`config.mk`:
```
export PLATFORM = sky130hd
export DESIGN_NAME = curvature_offset_window_average_unit
export DESIGN_NICKNAME = d
export VERILOG_FILES = /design/src/rtl/core/cowa_pkg.sv /design/src/rtl/core/cowa_cell.sv /design/src/rtl/core/cowa_raw.sv /design/src/rtl/core/cowa_div.sv /design/src/rtl/core/curvature_offset_window_average_unit.sv
export SDC_FILE = /design/constraint.sdc
export NUM_CORES = 2
export LEC_CHECK = 0
export BUFFER_PORTS_ARGS = -buffer_cell sky130_fd_sc_hd__buf_4
export CAP_MARGIN = 20
export CORE_ASPECT_RATIO = 2
export CORE_MARGIN = 2
export CORE_UTILIZATION = 60
export CTS_BUF_LIST = sky130_fd_sc_hd__clkbuf_16
export DETAILED_ROUTE_END_ITERATION = 10
export HOLD_SLACK_MARGIN = 0.02
export PLACE_DENSITY = 0.83
export SLEW_MARGIN = 20
export SYNTH_ARGS = -nofsm -noshare
export SYNTH_HDL_FRONTEND = slang
export SYNTH_SLANG_ARGS = --single-unit
```
`constraint.sdc`:
```
create_clock -name clk -period 9.05 [get_ports clk]
set_input_delay 1.81 -clock clk [delete_from_list [all_inputs] [get_ports clk]]
set_output_delay 1.81 -clock clk [all_outputs]
set_load 0.005 [all_outputs]
```
`src/rtl/core/cowa_pkg.sv`:
```
// Shared types, constants and the reciprocal table for the curvature offset
// window average unit. Depends on nothing; every other file imports it.
`default_nettype none

package cowa_pkg;

    localparam int RADIUS = 3;
    localparam int LAG = (RADIUS < 2) ? 2 : RADIUS;
    localparam int BUF = RADIUS + LAG + 1;
    localparam int WIN = 2 * RADIUS + 1;
    localparam int IDX_W = $clog2(BUF);
    localparam int FILL_W = $clog2(BUF + 1);
    localparam int CMP_W = IDX_W + 2;
    localparam int CNT_W = $clog2(WIN + 1);
    localparam int SUM_W = 16 + CNT_W;
    localparam int RECIP_SHIFT = 26;
    localparam int RECIP_W = 27;
    localparam int CFG_IDX_W = 2;
    localparam int CFG_DATA_W = 23;

    localparam logic [15:0] WIDTH_FRACTION_RST = 16'd11469;
    localparam logic [15:0] CURVATURE_GAIN_RST = 16'd4608;
    localparam logic [22:0] DEAD_BAND_RST = 23'd10;

    typedef enum logic [CFG_IDX_W-1:0] {
        CFG_WIDTH_FRACTION = 2'd0,
        CFG_CURVATURE_GAIN = 2'd1,
        CFG_DEAD_BAND      = 2'd2
    } cfg_idx_t;

    typedef struct packed {
        logic signed [23:0] curvature;
        logic [15:0]        width;
        logic               last;
    } in_beat_t;

    typedef struct packed {
        logic signed [15:0] offset;
        logic               last_out;
    } out_beat_t;

    typedef struct packed {
        logic              shift;
        logic              short_mode;
        logic [IDX_W-1:0]  p;
        logic [FILL_W-1:0] avail;
    } cell_ctrl_t;

    // Ceiling of 2^26 divided by the count; exact truncation for sums below 2^21.
    function automatic logic [RECIP_W-1:0] recip(input logic [CNT_W-1:0] c);
        logic [4:0] c5;
        logic [RECIP_W-1:0] r;
        c5 = 5'(c);
        case (c5)
            5'd1:    r = 27'd67108864;
            5'd2:    r = 27'd33554432;
            5'd3:    r = 27'd22369622;
            5'd4:    r = 27'd16777216;
            5'd5:    r = 27'd13421773;
            5'd6:    r = 27'd11184811;
            5'd7:    r = 27'd9586981;
            5'd8:    r = 27'd8388608;
            5'd9:    r = 27'd7456541;
            5'd10:   r = 27'd6710887;
            5'd11:   r = 27'd6100806;
            5'd12:   r = 27'd5592406;
            5'd13:   r = 27'd5162221;
            5'd14:   r = 27'd4793491;
            5'd15:   r = 27'd4473925;
            5'd16:   r = 27'd4194304;
            5'd17:   r = 27'd3947581;
            default: r = '0;
        endcase
        return r;
    endfunction

endpackage

`default_nettype wire

```
`src/rtl/core/cowa_cell.sv`:
```
// One window cell: holds one raw offset, passes it to its neighbor on a shift,
// and reports whether it belongs to the averaging window. Uses cowa_pkg.
`default_nettype none

module cowa_cell
    import cowa_pkg::*;
(
    input  wire logic               clk,
    input  wire cell_ctrl_t         ctrl,
    input  wire logic [IDX_W-1:0]   pos,
    input  wire logic signed [15:0] d,
    output logic signed [15:0]      q,
    output logic signed [15:0]      term,
    output logic                    hit
);

    logic signed [15:0] value_reg;
    logic [CMP_W-1:0]   pos_x;
    logic [CMP_W-1:0]   p_x;
    logic               present;
    logic               in_range;

    always_ff @(posedge clk)
    begin
        if (ctrl.shift)
        begin
            value_reg <= d;
        end
    end

    always_comb
    begin
        pos_x    = CMP_W'(pos);
        p_x      = CMP_W'(ctrl.p);
        present  = pos_x < CMP_W'(ctrl.avail);
        in_range = ((pos_x + CMP_W'(RADIUS)) >= p_x) && (pos_x <= (p_x + CMP_W'(RADIUS)));
        hit      = present && (ctrl.short_mode ? (pos_x == p_x) : in_range);
        term     = hit ? value_reg : 16'sd0;
    end

    assign q = value_reg;

endmodule

`default_nettype wire

```
`src/rtl/core/cowa_raw.sv`:
```
// Raw offset unit: registered width and curvature products, then minimum,
// saturation, sign and dead band. Uses cowa_pkg.
`default_nettype none

module cowa_raw
    import cowa_pkg::*;
(
    input  wire logic        clk,
    input  wire in_beat_t    beat,
    input  wire logic [15:0] width_fraction,
    input  wire logic [15:0] curvature_gain,
    input  wire logic [22:0] dead_band,
    output logic signed [15:0] raw
);

    logic [23:0] mag;
    logic [31:0] wprod_reg;
    logic [39:0] kprod_reg;
    logic        neg_reg;
    logic        dead_reg;
    logic [19:0] a_val;
    logic [19:0] b_val;
    logic [19:0] m_val;
    logic [14:0] sat;

    assign mag = beat.curvature[23] ? (~beat.curvature + 24'd1) : beat.curvature;

    always_ff @(posedge clk)
    begin
        wprod_reg <= beat.width * width_fraction;
        kprod_reg <= mag * curvature_gain;
        neg_reg   <= beat.curvature[23];
        dead_reg  <= mag <= {1'b0, dead_band};
    end

    always_comb
    begin
        a_val = {4'd0, wprod_reg[31:16]};
        b_val = kprod_reg[39:20];
        m_val = (a_val < b_val) ? a_val : b_val;
        sat   = (m_val > 20'd32767) ? 15'h7fff : m_val[14:0];
        if (dead_reg)
        begin
            raw = 16'sd0;
        end
        else if (neg_reg)
        begin
            raw = -$signed({1'b0, sat});
        end
        else
        begin
            raw = $signed({1'b0, sat});
        end
    end

endmodule

`default_nettype wire

```
`src/rtl/core/cowa_div.sv`:
```
// Window average divider: magnitude times a tabled reciprocal, registered,
// then sign restored so the quotient truncates toward zero. Uses cowa_pkg.
`default_nettype none

module cowa_div
    import cowa_pkg::*;
(
    input  wire logic                    clk,
    input  wire logic signed [SUM_W-1:0] sum,
    input  wire logic [CNT_W-1:0]        cnt,
    output logic signed [15:0]           quot
);

    logic [SUM_W-1:0]             neg_sum;
    logic [SUM_W-2:0]             mag;
    logic [SUM_W-2+RECIP_W:0]     prod_reg;
    logic                         neg_reg;
    logic [14:0]                  q_mag;

    assign neg_sum = -sum;
    assign mag     = sum[SUM_W-1] ? neg_sum[SUM_W-2:0] : sum[SUM_W-2:0];

    always_ff @(posedge clk)
    begin
        prod_reg <= mag * recip(cnt);
        neg_reg  <= sum[SUM_W-1];
    end

    assign q_mag = prod_reg[RECIP_SHIFT+14:RECIP_SHIFT];
    assign quot  = neg_reg ? -$signed({1'b0, q_mag}) : $signed({1'b0, q_mag});

endmodule

`default_nettype wire

```
`src/rtl/core/curvature_offset_window_average_unit.sv`:
```
// Top level of the curvature offset window average unit: handshakes, config
// registers, sequencer, the row of window cells and the window sum.
// Uses cowa_pkg, cowa_raw, cowa_cell and cowa_div.
//
//   port group | direction | handshake            | payload
//   in         | inbound   | in_valid / in_stall  | in_beat (curvature, width, last)
//   out        | outbound  | out_valid / out_stall| out_beat (offset, last_out)
//   cfg        | inbound   | cfg_we               | cfg_index, cfg_data
//
// A sample passes the input and product registers before it is shifted into
// the window; each result then sums the cells, does the reciprocal multiply and
// loads the output register. A plain sample causes no result or one, a closing
// one up to LAG + 1. The reset is asynchronous and clears the control
// state and the configuration registers; the window cells are not reset.
// A stalled output holds the sequencer in its emit step.
`default_nettype none

module curvature_offset_window_average_unit
    import cowa_pkg::*;
(
    input  wire logic                  clk,
    input  wire logic                  rst_n,
    input  wire logic                  in_valid,
    output logic                       in_stall,
    input  wire in_beat_t              in_beat,
    output logic                       out_valid,
    input  wire logic                  out_stall,
    output out_beat_t                  out_beat,
    input  wire logic                  cfg_we,
    input  wire logic [CFG_IDX_W-1:0]  cfg_index,
    input  wire logic [CFG_DATA_W-1:0] cfg_data
);

    typedef enum logic [5:0] {
        S_IDLE  = 6'b000001,
        S_MUL   = 6'b000010,
        S_SHIFT = 6'b000100,
        S_SUM   = 6'b001000,
        S_DIV   = 6'b010000,
        S_EMIT  = 6'b100000
    } state_t;

    state_t                  state_reg;
    in_beat_t                in_reg;
    logic [FILL_W-1:0]       fill_reg;
    logic [FILL_W-1:0]       fill_next;
    logic [IDX_W-1:0]        p_reg;
    logic [IDX_W-1:0]        top_p;
    logic                    flush_reg;
    logic                    short_reg;
    logic signed [SUM_W-1:0] sum_reg;
    logic [CNT_W-1:0]        cnt_reg;
    logic signed [SUM_W-1:0] sum_acc;
    logic [CNT_W-1:0]        cnt_acc;
    logic                    out_valid_reg;
    out_beat_t               out_reg;
    logic                    out_free;
    logic [15:0]             width_fraction_reg;
    logic [15:0]             curvature_gain_reg;
    logic [22:0]             dead_band_reg;
    logic signed [15:0]      raw;
    logic signed [15:0]      quot;
    cell_ctrl_t              ctrl;
    logic signed [15:0]      cell_q    [BUF];
    logic signed [15:0]      cell_term [BUF];
    logic [BUF-1:0]          cell_hit;

    assign in_stall  = (state_reg != S_IDLE);
    assign out_valid = out_valid_reg;
    assign out_beat  = out_reg;
    assign out_free  = !out_valid_reg || !out_stall;

    always_ff @(posedge clk or negedge rst_n)
    begin
        if (!rst_n)
        begin
            width_fraction_reg <= WIDTH_FRACTION_RST;
            curvature_gain_reg <= CURVATURE_GAIN_RST;
            dead_band_reg      <= DEAD_BAND_RST;
        end
        else if (cfg_we)
        begin
            unique case (cfg_index)
                CFG_WIDTH_FRACTION: width_fraction_reg <= cfg_data[15:0];
                CFG_CURVATURE_GAIN: curvature_gain_reg <= cfg_data[15:0];
                CFG_DEAD_BAND:      dead_band_reg      <= cfg_data;
                default:            ;
            endcase
        end
    end

    cowa_raw u_raw (
        .clk            (clk),
        .beat           (in_reg),
        .width_fraction (width_fraction_reg),
        .curvature_gain (curvature_gain_reg),
        .dead_band      (dead_band_reg),
        .raw            (raw)
    );

    always_comb
    begin
        ctrl.shift      = (state_reg == S_SHIFT);
        ctrl.short_mode = short_reg;
        ctrl.p          = p_reg;
        ctrl.avail      = fill_reg;
    end

    for (genvar i = 0; i < BUF; i++)
    begin : g_cell
        if (i == 0)
        begin : g_head
            cowa_cell u_cell (
                .clk  (clk),
                .ctrl (ctrl),
                .pos  (IDX_W'(i)),
                .d    (raw),
                .q    (cell_q[i]),
                .term (cell_term[i]),
                .hit  (cell_hit[i])
            );
        end
        else
        begin : g_body
            cowa_cell u_cell (
                .clk  (clk),
                .ctrl (ctrl),
                .pos  (IDX_W'(i)),
                .d    (cell_q[i-1]),
                .q    (cell_q[i]),
                .term (cell_term[i]),
                .hit  (cell_hit[i])
            );
        end
    end

    always_comb
    begin
        sum_acc = '0;
        cnt_acc = '0;
        for (int i = 0; i < BUF; i++)
        begin
            sum_acc = sum_acc + SUM_W'(cell_term[i]);
            cnt_acc = cnt_acc + CNT_W'(cell_hit[i]);
        end
    end

    cowa_div u_div (
        .clk  (clk),
        .sum  (sum_reg),
        .cnt  (cnt_reg),
        .quot (quot)
    );

    always_comb
    begin
        fill_next = (fill_reg < FILL_W'(BUF)) ? fill_reg + FILL_W'(1) : fill_reg;
        top_p     = ((fill_next - FILL_W'(1)) < FILL_W'(LAG)) ?
                    IDX_W'(fill_next - FILL_W'(1)) : IDX_W'(LAG);
    end

    always_ff @(posedge clk)
    begin
        if (state_reg == S_IDLE && in_valid)
        begin
            in_reg <= in_beat;
        end
        if (state_reg == S_SUM)
        begin
            sum_reg <= sum_acc;
            cnt_reg <= cnt_acc;
        end
        if (state_reg == S_EMIT && out_free)
        begin
            out_reg.offset   <= quot;
            out_reg.last_out <= flush_reg && (p_reg == '0);
        end
    end

    always_ff @(posedge clk or negedge rst_n)
    begin
        if (!rst_n)
        begin
            state_reg     <= S_IDLE;
            fill_reg      <= '0;
            p_reg         <= '0;
            flush_reg     <= 1'b0;
            short_reg     <= 1'b0;
            out_valid_reg <= 1'b0;
        end
        else
        begin
            if (state_reg == S_EMIT && out_free)
            begin
                out_valid_reg <= 1'b1;
            end
            else if (!out_stall)
            begin
                out_valid_reg <= 1'b0;
            end
            unique case (state_reg)
                S_IDLE:
                begin
                    if (in_valid)
                    begin
                        state_reg <= S_MUL;
                    end
                end
                S_MUL:
                begin
                    state_reg <= S_SHIFT;
                end
                S_SHIFT:
                begin
                    fill_reg <= fill_next;
                    if (in_reg.last)
                    begin
                        flush_reg <= 1'b1;
                        short_reg <= fill_next < FILL_W'(3);
                        p_reg     <= top_p;
                        state_reg <= S_SUM;
                    end
                    else if (fill_next >= FILL_W'(LAG + 1))
                    begin
                        flush_reg <= 1'b0;
                        short_reg <= 1'b0;
                        p_reg     <= IDX_W'(LAG);
                        state_reg <= S_SUM;
                    end
                    else
                    begin
                        state_reg <= S_IDLE;
                    end
                end
                S_SUM:
                begin
                    state_reg <= S_DIV;
                end
                S_DIV:
                begin
                    state_reg <= S_EMIT;
                end
                S_EMIT:
                begin
                    if (out_free)
                    begin
                        if (flush_reg && p_reg != '0)
                        begin
                            p_reg     <= p_reg - IDX_W'(1);
                            state_reg <= S_SUM;
                        end
                        else
                        begin
                            if (flush_reg)
                            begin
                                fill_reg  <= '0;
                                flush_reg <= 1'b0;
                                short_reg <= 1'b0;
                            end
                            state_reg <= S_IDLE;
                        end
                    end
                end
                default:
                begin
                    state_reg <= S_IDLE;
                end
            endcase
        end
    end

endmodule

`default_nettype wire

```
# [Word level (Yosys, flattened, before mapping)]
# Cells that the tools add are included.
[word_totals] reg_bits=378 output_inout_bits=19
[op_classes] n_reduce_logical=34 multipliers=3 mux=50 n_addsub=20 n_lt_le_gt_ge=28 eq_ne=29 n_bitwise=2
[ops] op="$pmux 27 s7" count=1
[ops] op="$mux 16" count=7
[ops] op="$add 19x16->19" count=3
[ops] op="$mux 15" count=3
[ops] op="$mul 18x27->41" count=1
[ops] op="$mul 24x16->40" count=1
[ops] op="$pmux 6 s6" count=1
[ops] op="$mul 16x16->32" count=1
[ops] op="$neg 15->16" count=2
[ops] op="$mux 3" count=9
[ops] op="$add 24x1->24 const B" count=1
[ops] op="$le 24x23->1" count=1
[ops] op="$mux 24" count=1
[ops] op="$not 24->24" count=1
[ops] op="$gt 20x15->1 const B" count=1
[ops] op="$lt 16x20->1" count=1
[ops] op="$mux 20" count=1
[ops] op="$add 18x16->19" count=1
[ops] op="$add 17x16->18" count=1
[ops] op="$logic_and 1x1->1" count=18
[ops] op="$mux 18" count=1
[ops] op="$neg 18->18" count=1
[ops] op="$add 16x16->17" count=1
[ops] op="$mux 1" count=17
[ops] op="other kinds (51)" count=90

# [Depth between registers and ports, before layout]
[logic_depth] depth_word=12 ltp_mapped=33 depth_no_buf=32

# [Modules after synthesis]
# A second synthesis with hierarchy kept.
[unflattened] hier_cells=5279 area_unflattened_um2=51070.2
[by_module_without_submodules] module="cowa_raw" seq_area_each_um2=760.7 area_each_um2=22840.7 instances=1 cells_each=2615
[by_module_without_submodules] module="cowa_div" seq_area_each_um2=320.3 area_each_um2=12195.4 instances=1 cells_each=1334
[by_module_without_submodules] module="curvature_offset_window_average_unit" seq_area_each_um2=4170.2 area_each_um2=8738.4 instances=1 cells_each=693
[by_module_without_submodules] module="cowa_cell" seq_area_each_um2=480.5 area_each_um2=1042.2 instances=7 cells_each=91

# [Worst setup path before layout]
# OpenSTA, ideal clock, no wires.
[synth_timing] path_kind="register -> register" start="reg in_reg[17] in the netlist's numbering" end="reg u_raw.kprod_reg[38]" setup_time_ps=123 path_stages_with_launch=30 synth_period_minus_slack_ps=7888 required_ps=8927 n_path_buf=1 setup_slack_ps=1162 arrival_time_ps=7764 path_cell_list="edfxtp_1 -> inv_2 -> nand2_1 -> or4_1 -> or3_1 -> nand2b_1 -> o31ai_1 -> xnor2_1 -> clkbuf_1 -> nand2_1 -> fa_1 -> inv_1 -> fa_1 -> fa_1 -> fa_1 -> inv_1 -> fa_1 -> fa_1 -> inv_1 -> ha_1 -> a21o_1 -> a21o_1 -> a21o_1 -> or3_1 -> or4_1 -> nand2_1 -> o21ai_2 -> a221oi_2 -> o21bai_1 -> xor2_1"
[synth_via] elab_chain_cells=4
[synth_rtl] item="start: declaration" line="curvature_offset_window_average_unit.sv:44" source="in_beat_t in_reg;"
[synth_rtl] item="start signal: assignment" line="curvature_offset_window_average_unit.sv:166" source="in_reg <= in_beat;"
[synth_rtl] item="$not 24->24" line="cowa_raw.sv:26" source="assign mag = beat.curvature[23] ? (~beat.curvature + 24'd1) : beat.curvature;"
[synth_rtl] item="$add 24x1->24" line="cowa_raw.sv:26"
[synth_rtl] item="$mux 24 (*)" line="cowa_raw.sv:26"
[synth_rtl] item="$mul 24x16->40 (*)" line="cowa_raw.sv:31" source="kprod_reg <= mag * curvature_gain;"
[synth_rtl] item="end signal: assignment" line="cowa_raw.sv:31"
[synth_rtl] item="end: declaration" line="cowa_raw.sv:18" source="logic [39:0] kprod_reg;"
# Every way passes the cells marked *; elsewhere a longest branch is shown, timed or not.
# A chain may end at the register's enable or synchronous reset.

# [Worst setup path in the final report]
[layout_timing] start="reg sum_reg[2]" end="reg u_div.prod_reg[40]"
[layout_via] elab_chain_cells=3
[layout_rtl] item="start: declaration" line="curvature_offset_window_average_unit.sv:51" source="logic signed [SUM_W-1:0] sum_reg;"
[layout_rtl] item="start signal: assignment" line="curvature_offset_window_average_unit.sv:170" source="sum_reg <= sum_acc;"
[layout_rtl] item="$neg 18->18" line="cowa_div.sv:20" source="assign neg_sum = -sum;"
[layout_rtl] item="$mux 18 (*)" line="cowa_div.sv:21" source="assign mag = sum[SUM_W-1] ? neg_sum[SUM_W-2:0] : sum[SUM_W-2:0];"
[layout_rtl] item="$mul 18x27->41 (*)" line="cowa_div.sv:25" source="prod_reg <= mag * recip(cnt);"
[layout_rtl] item="end signal: assignment" line="cowa_div.sv:25"
[layout_rtl] item="end: declaration" line="cowa_div.sv:16" source="logic [SUM_W-2+RECIP_W:0] prod_reg;"
# Marks and branches as above.

==> flow_summary.rst <==
.. list-table::
   :header-rows: 1

   * - Metric
     - Value
   * - Total detailed-routing wirelength
     - 138,000 µm
   * - Leading area contributor after synthesis
     - fa_1
   * - Fraction of final layout cells with drive strength greater than 1
     - 7.27%
   * - Final ANT Viol Nets
     - 0
   * - Type of the most critical hold path
     - register to register
   * - Final critical-path required period
     - 8550 ps
   * - Start of the worst register-to-register path
     - sum_reg[2]
   * - Number of nets at the end of the flow
     - 6,146
   * - Number of buffers inserted for hold repair after clock tree synthesis
     - 0
   * - Total overflow reported by the global router
     - 0
   * - Insertion delay of the later-clocked pin in the worst-skew pair
     - 590 ps
   * - DRC violations left
     - 0
   * - Flop and latch count out of synthesis
     - 316
   * - Synthesized instance count
     - 4,721
   * - Diodes inserted
     - 0
   * - Routed metal-1 wirelength
     - 39,800 µm
   * - Initial standard-cell utilization of the core
     - 60.6%
   * - Sinks on the clock net
     - 316
   * - Max-slew headroom
     - 27.1%
   * - Highest signal layer in the routed design
     - met5
   * - Core Box Area
     - 76,900 µm²
   * - Via-to-Cell Ratio
     - 5.82
   * - Number of warnings reported in the yosys synthesis log
     - 0
   * - Maximum clock insertion buffer count
     - 3
   * - Die footprint
     - 80,100 µm²
   * - Fraction of the yosys area taken by sequential cells
     - 18.5%
   * - Initial antenna violation count
     - 1
   * - Category of the worst setup path launch point
     - register
   * - Total iterations of the first detailed-routing run
     - 6
   * - Final instance count without filler cells
     - 5,837
   * - Total number of vias
     - 33,948
   * - Max_cap viols
     - 0
   * - IO Port Bufs
     - 89
   * - Worst setup skew after layout
     - 36.1 ps
   * - Count of cell types in the netlist
     - 89
   * - Hpwl dp
     - 111,000 µm
   * - Cell with the most instances after synthesis
     - inv_1
   * - Highest Clock Rate
     - 117 MHz
   * - Y dimension of the die
     - 398 µm
   * - Worst path arrival time
     - 9020 ps
   * - Worst-case register-to-register setup slack
     - 500 ps
   * - Global placer's final weighted congestion
     - 1.10
   * - Required @ worst endpoint
     - 9510 ps
   * - Number of global-route vias before repair
     - 38,403
   * - Average routed wire per standard cell
     - 23.6 µm
   * - Hold-critical path depth
     - 0
   * - Endpoint of the worst-slack reg-to-reg timing path
     - u_div.prod_reg[40]
   * - Pin count of the biggest net entering global routing
     - 85
   * - Mean instance size in the synthesized netlist
     - 9.87 µm²
   * - Result of the run
     - completed
   * - FFs w/ async S/R, synth
     - 22.2%
   * - Cts bufs inserted
     - 34
   * - Count of instances resized after the clock tree is built
     - 0
   * - Crit-path max FO
     - 5
   * - Tcrit/Tclk final
     - 94.5%
   * - Row cnt
     - 144
   * - RSZ-0062 raised after global routing
     - no
   * - GRT Resource Usage Total
     - 35.9%
   * - Number of cells on the worst reg-to-reg path
     - 27
   * - Post-synth EDFFs
     - 192
   * - Largest cells by area after synthesis
     - fa_1 (39%), edfxtp_1 (12%), ha_1 (10%), inv_1 (8.6%), nand2_1 (5.7%)
   * - Post-synth top flop
     - edfxtp_1
   * - CTS Root Buffer Type
     - clkbuf_16
   * - Post-Syn Area
     - 46,600 µm²
   * - # Post-CTS Setup Buffers
     - 0
   * - Met3 routed WL
     - 8750 µm
   * - Level count of the clock H-tree
     - 2
   * - Final Hold Fails
     - 0
   * - I/O pin count
     - 90
   * - Top-area cell type share of the netlist area
     - 39.1%
   * - Routed met2 length
     - 72,500 µm
   * - Global-route wire length before repair
     - 213,000 µm
   * - CTS tree
     - yes
   * - Endpoint with the worst hold slack
     - g_cell[1].g_body.u_cell.q[7]
   * - Flip-flop count of the largest register, all copies and words added
     - 96
   * - # fillers
     - 6,053
   * - Hold Path Origin
     - g_cell[0].g_head.u_cell.q[7]
   * - Total placed cells including tap cells
     - 5,775
   * - Final setup violation count
     - 0
   * - Detailed router's first-iteration violation count
     - 2,415
   * - Horizontal die dimension
     - 201 µm
   * - Count of pins over their slew limit
     - 0
   * - Clock-pin slew on the worst setup and hold paths
     - 70 ps
   * - Endpoint type of the worst setup path
     - register
   * - Commonest cells in the netlist
     - inv_1 (1,068), fa_1 (911), nand2_1 (712)
   * - Area Growth Syn to Fin
     - 7.00%
   * - Crit path kind
     - register to register
   * - Worst slew pin tran
     - 1090 ps
   * - Setup TNS
     - 0 ps
   * - Mapped Nets
     - 6,078
-- cell type report --
cell class / count / area (µm²) / share of cell area [%]
Sequential cell: 316 / 8610 / 17.3
Tap cell: 1022 / 1280 / 2.56
Timing Repair Buffer: 182 / 1370 / 2.75
Multi-Input combinational cell: 3182 / 33400 / 67.0
Clock inverter: 28 / 294 / 0.590
Inverter: 1073 / 4030 / 8.07
Clock buffer: 34 / 851 / 1.71
-- routing by layer --
metal,GRT usage (%),up-vias
met4,33.9,2
met3,6.44,765
met2,66.3,1587
met5,0,-
li1,-,14500
met1,32.6,17094
-- cells by family after synthesis --
kind of cell / count (synthesis) / share of synthesized area (%)
AND/OR/NAND/NOR: 1354 / 13.2
multiplexers: 66 / 1.60
flip-flops: 316 / 18.5
XOR/XNOR: 144 / 2.72
AO/OA/AOI/OAI: 332 / 4.90
buffers and inverters: 1223 / 9.87
adder cells (fa/ha/maj): 1286 / 49.2
-- stage by stage --
step	cell area [µm²]	hold WS (ps)	utilization, %	worst slack [ps]
6_report	49900	447	64.8	498
2_1_floorplan	46600	346	-	1160
3_5_place_dp	48700	432	63.3	633
5_1_grt	49900	453	64.8	133
3_3_place_gp	48700	424	63.3	800
4_1_cts	49900	445	64.8	638
-- worst max-delay path by stage --
stage / startpoint / endpoint / cells past startpoint
2_1_floorplan: in_reg[17] / u_raw.kprod_reg[38] / 29
3_3_place_gp: sum_reg[2] / u_div.prod_reg[40] / 29
3_5_place_dp: sum_reg[2] / u_div.prod_reg[40] / 29
4_1_cts: sum_reg[3] / u_div.prod_reg[40] / 29
5_1_grt: sum_reg[2] / u_div.prod_reg[40] / 27
6_report: sum_reg[2] / u_div.prod_reg[40] / 27
-- cells in the final DEF (no fill, tap or decap), drive strengths merged, types with 7 or more instances in the layout --
cell type,synthesis,final
a21o,41,41
xnor2,105,105
dfstp,13,13
or3,27,27
mux2,57,57
nor4,14,14
o21ai,72,72
a21oi,89,89
nor3,30,30
nor2,199,199
and3,7,7
buf,10,182
a31oi,8,8
clkinv,1,13
inv,1072,1082
nand3,35,35
dfxtp,54,54
nand2,713,713
ha,375,375
o31ai,18,18
mux2i,8,8
o21bai,8,8
nand4,22,22
edfxtp,192,192
fa,911,911
or2,8,8
nand2b,19,19
and2,233,233
dfrtp,57,57
o21a,21,21
xor2,39,39
clkbuf,140,34
nor2b,22,22
-- worst max-delay path, stage by stage, from the launching register on --
cell and delay [ps]:
edfxtp_1 460, or4_1 510, or3_4 360, o21ai_0 400, xnor2_1 300, nand2_1 270
nor2_1 260, inv_1 80, fa_1 770, fa_1 530, fa_1 520, inv_1 60
fa_1 490, fa_1 490, inv_1 50, fa_1 470, inv_1 40, ha_1 380
nand4_1 170, nor4_1 370, nand2_1 100, a221oi_1 330, o21ai_0 200, nand3_1 190
a311oi_1 170, o21bai_1 240, a21oi_1 110, xnor2_1 120
Power is not shown: default switching activity piles up to over one toggle a cycle in this logic, so the estimate is an artifact.
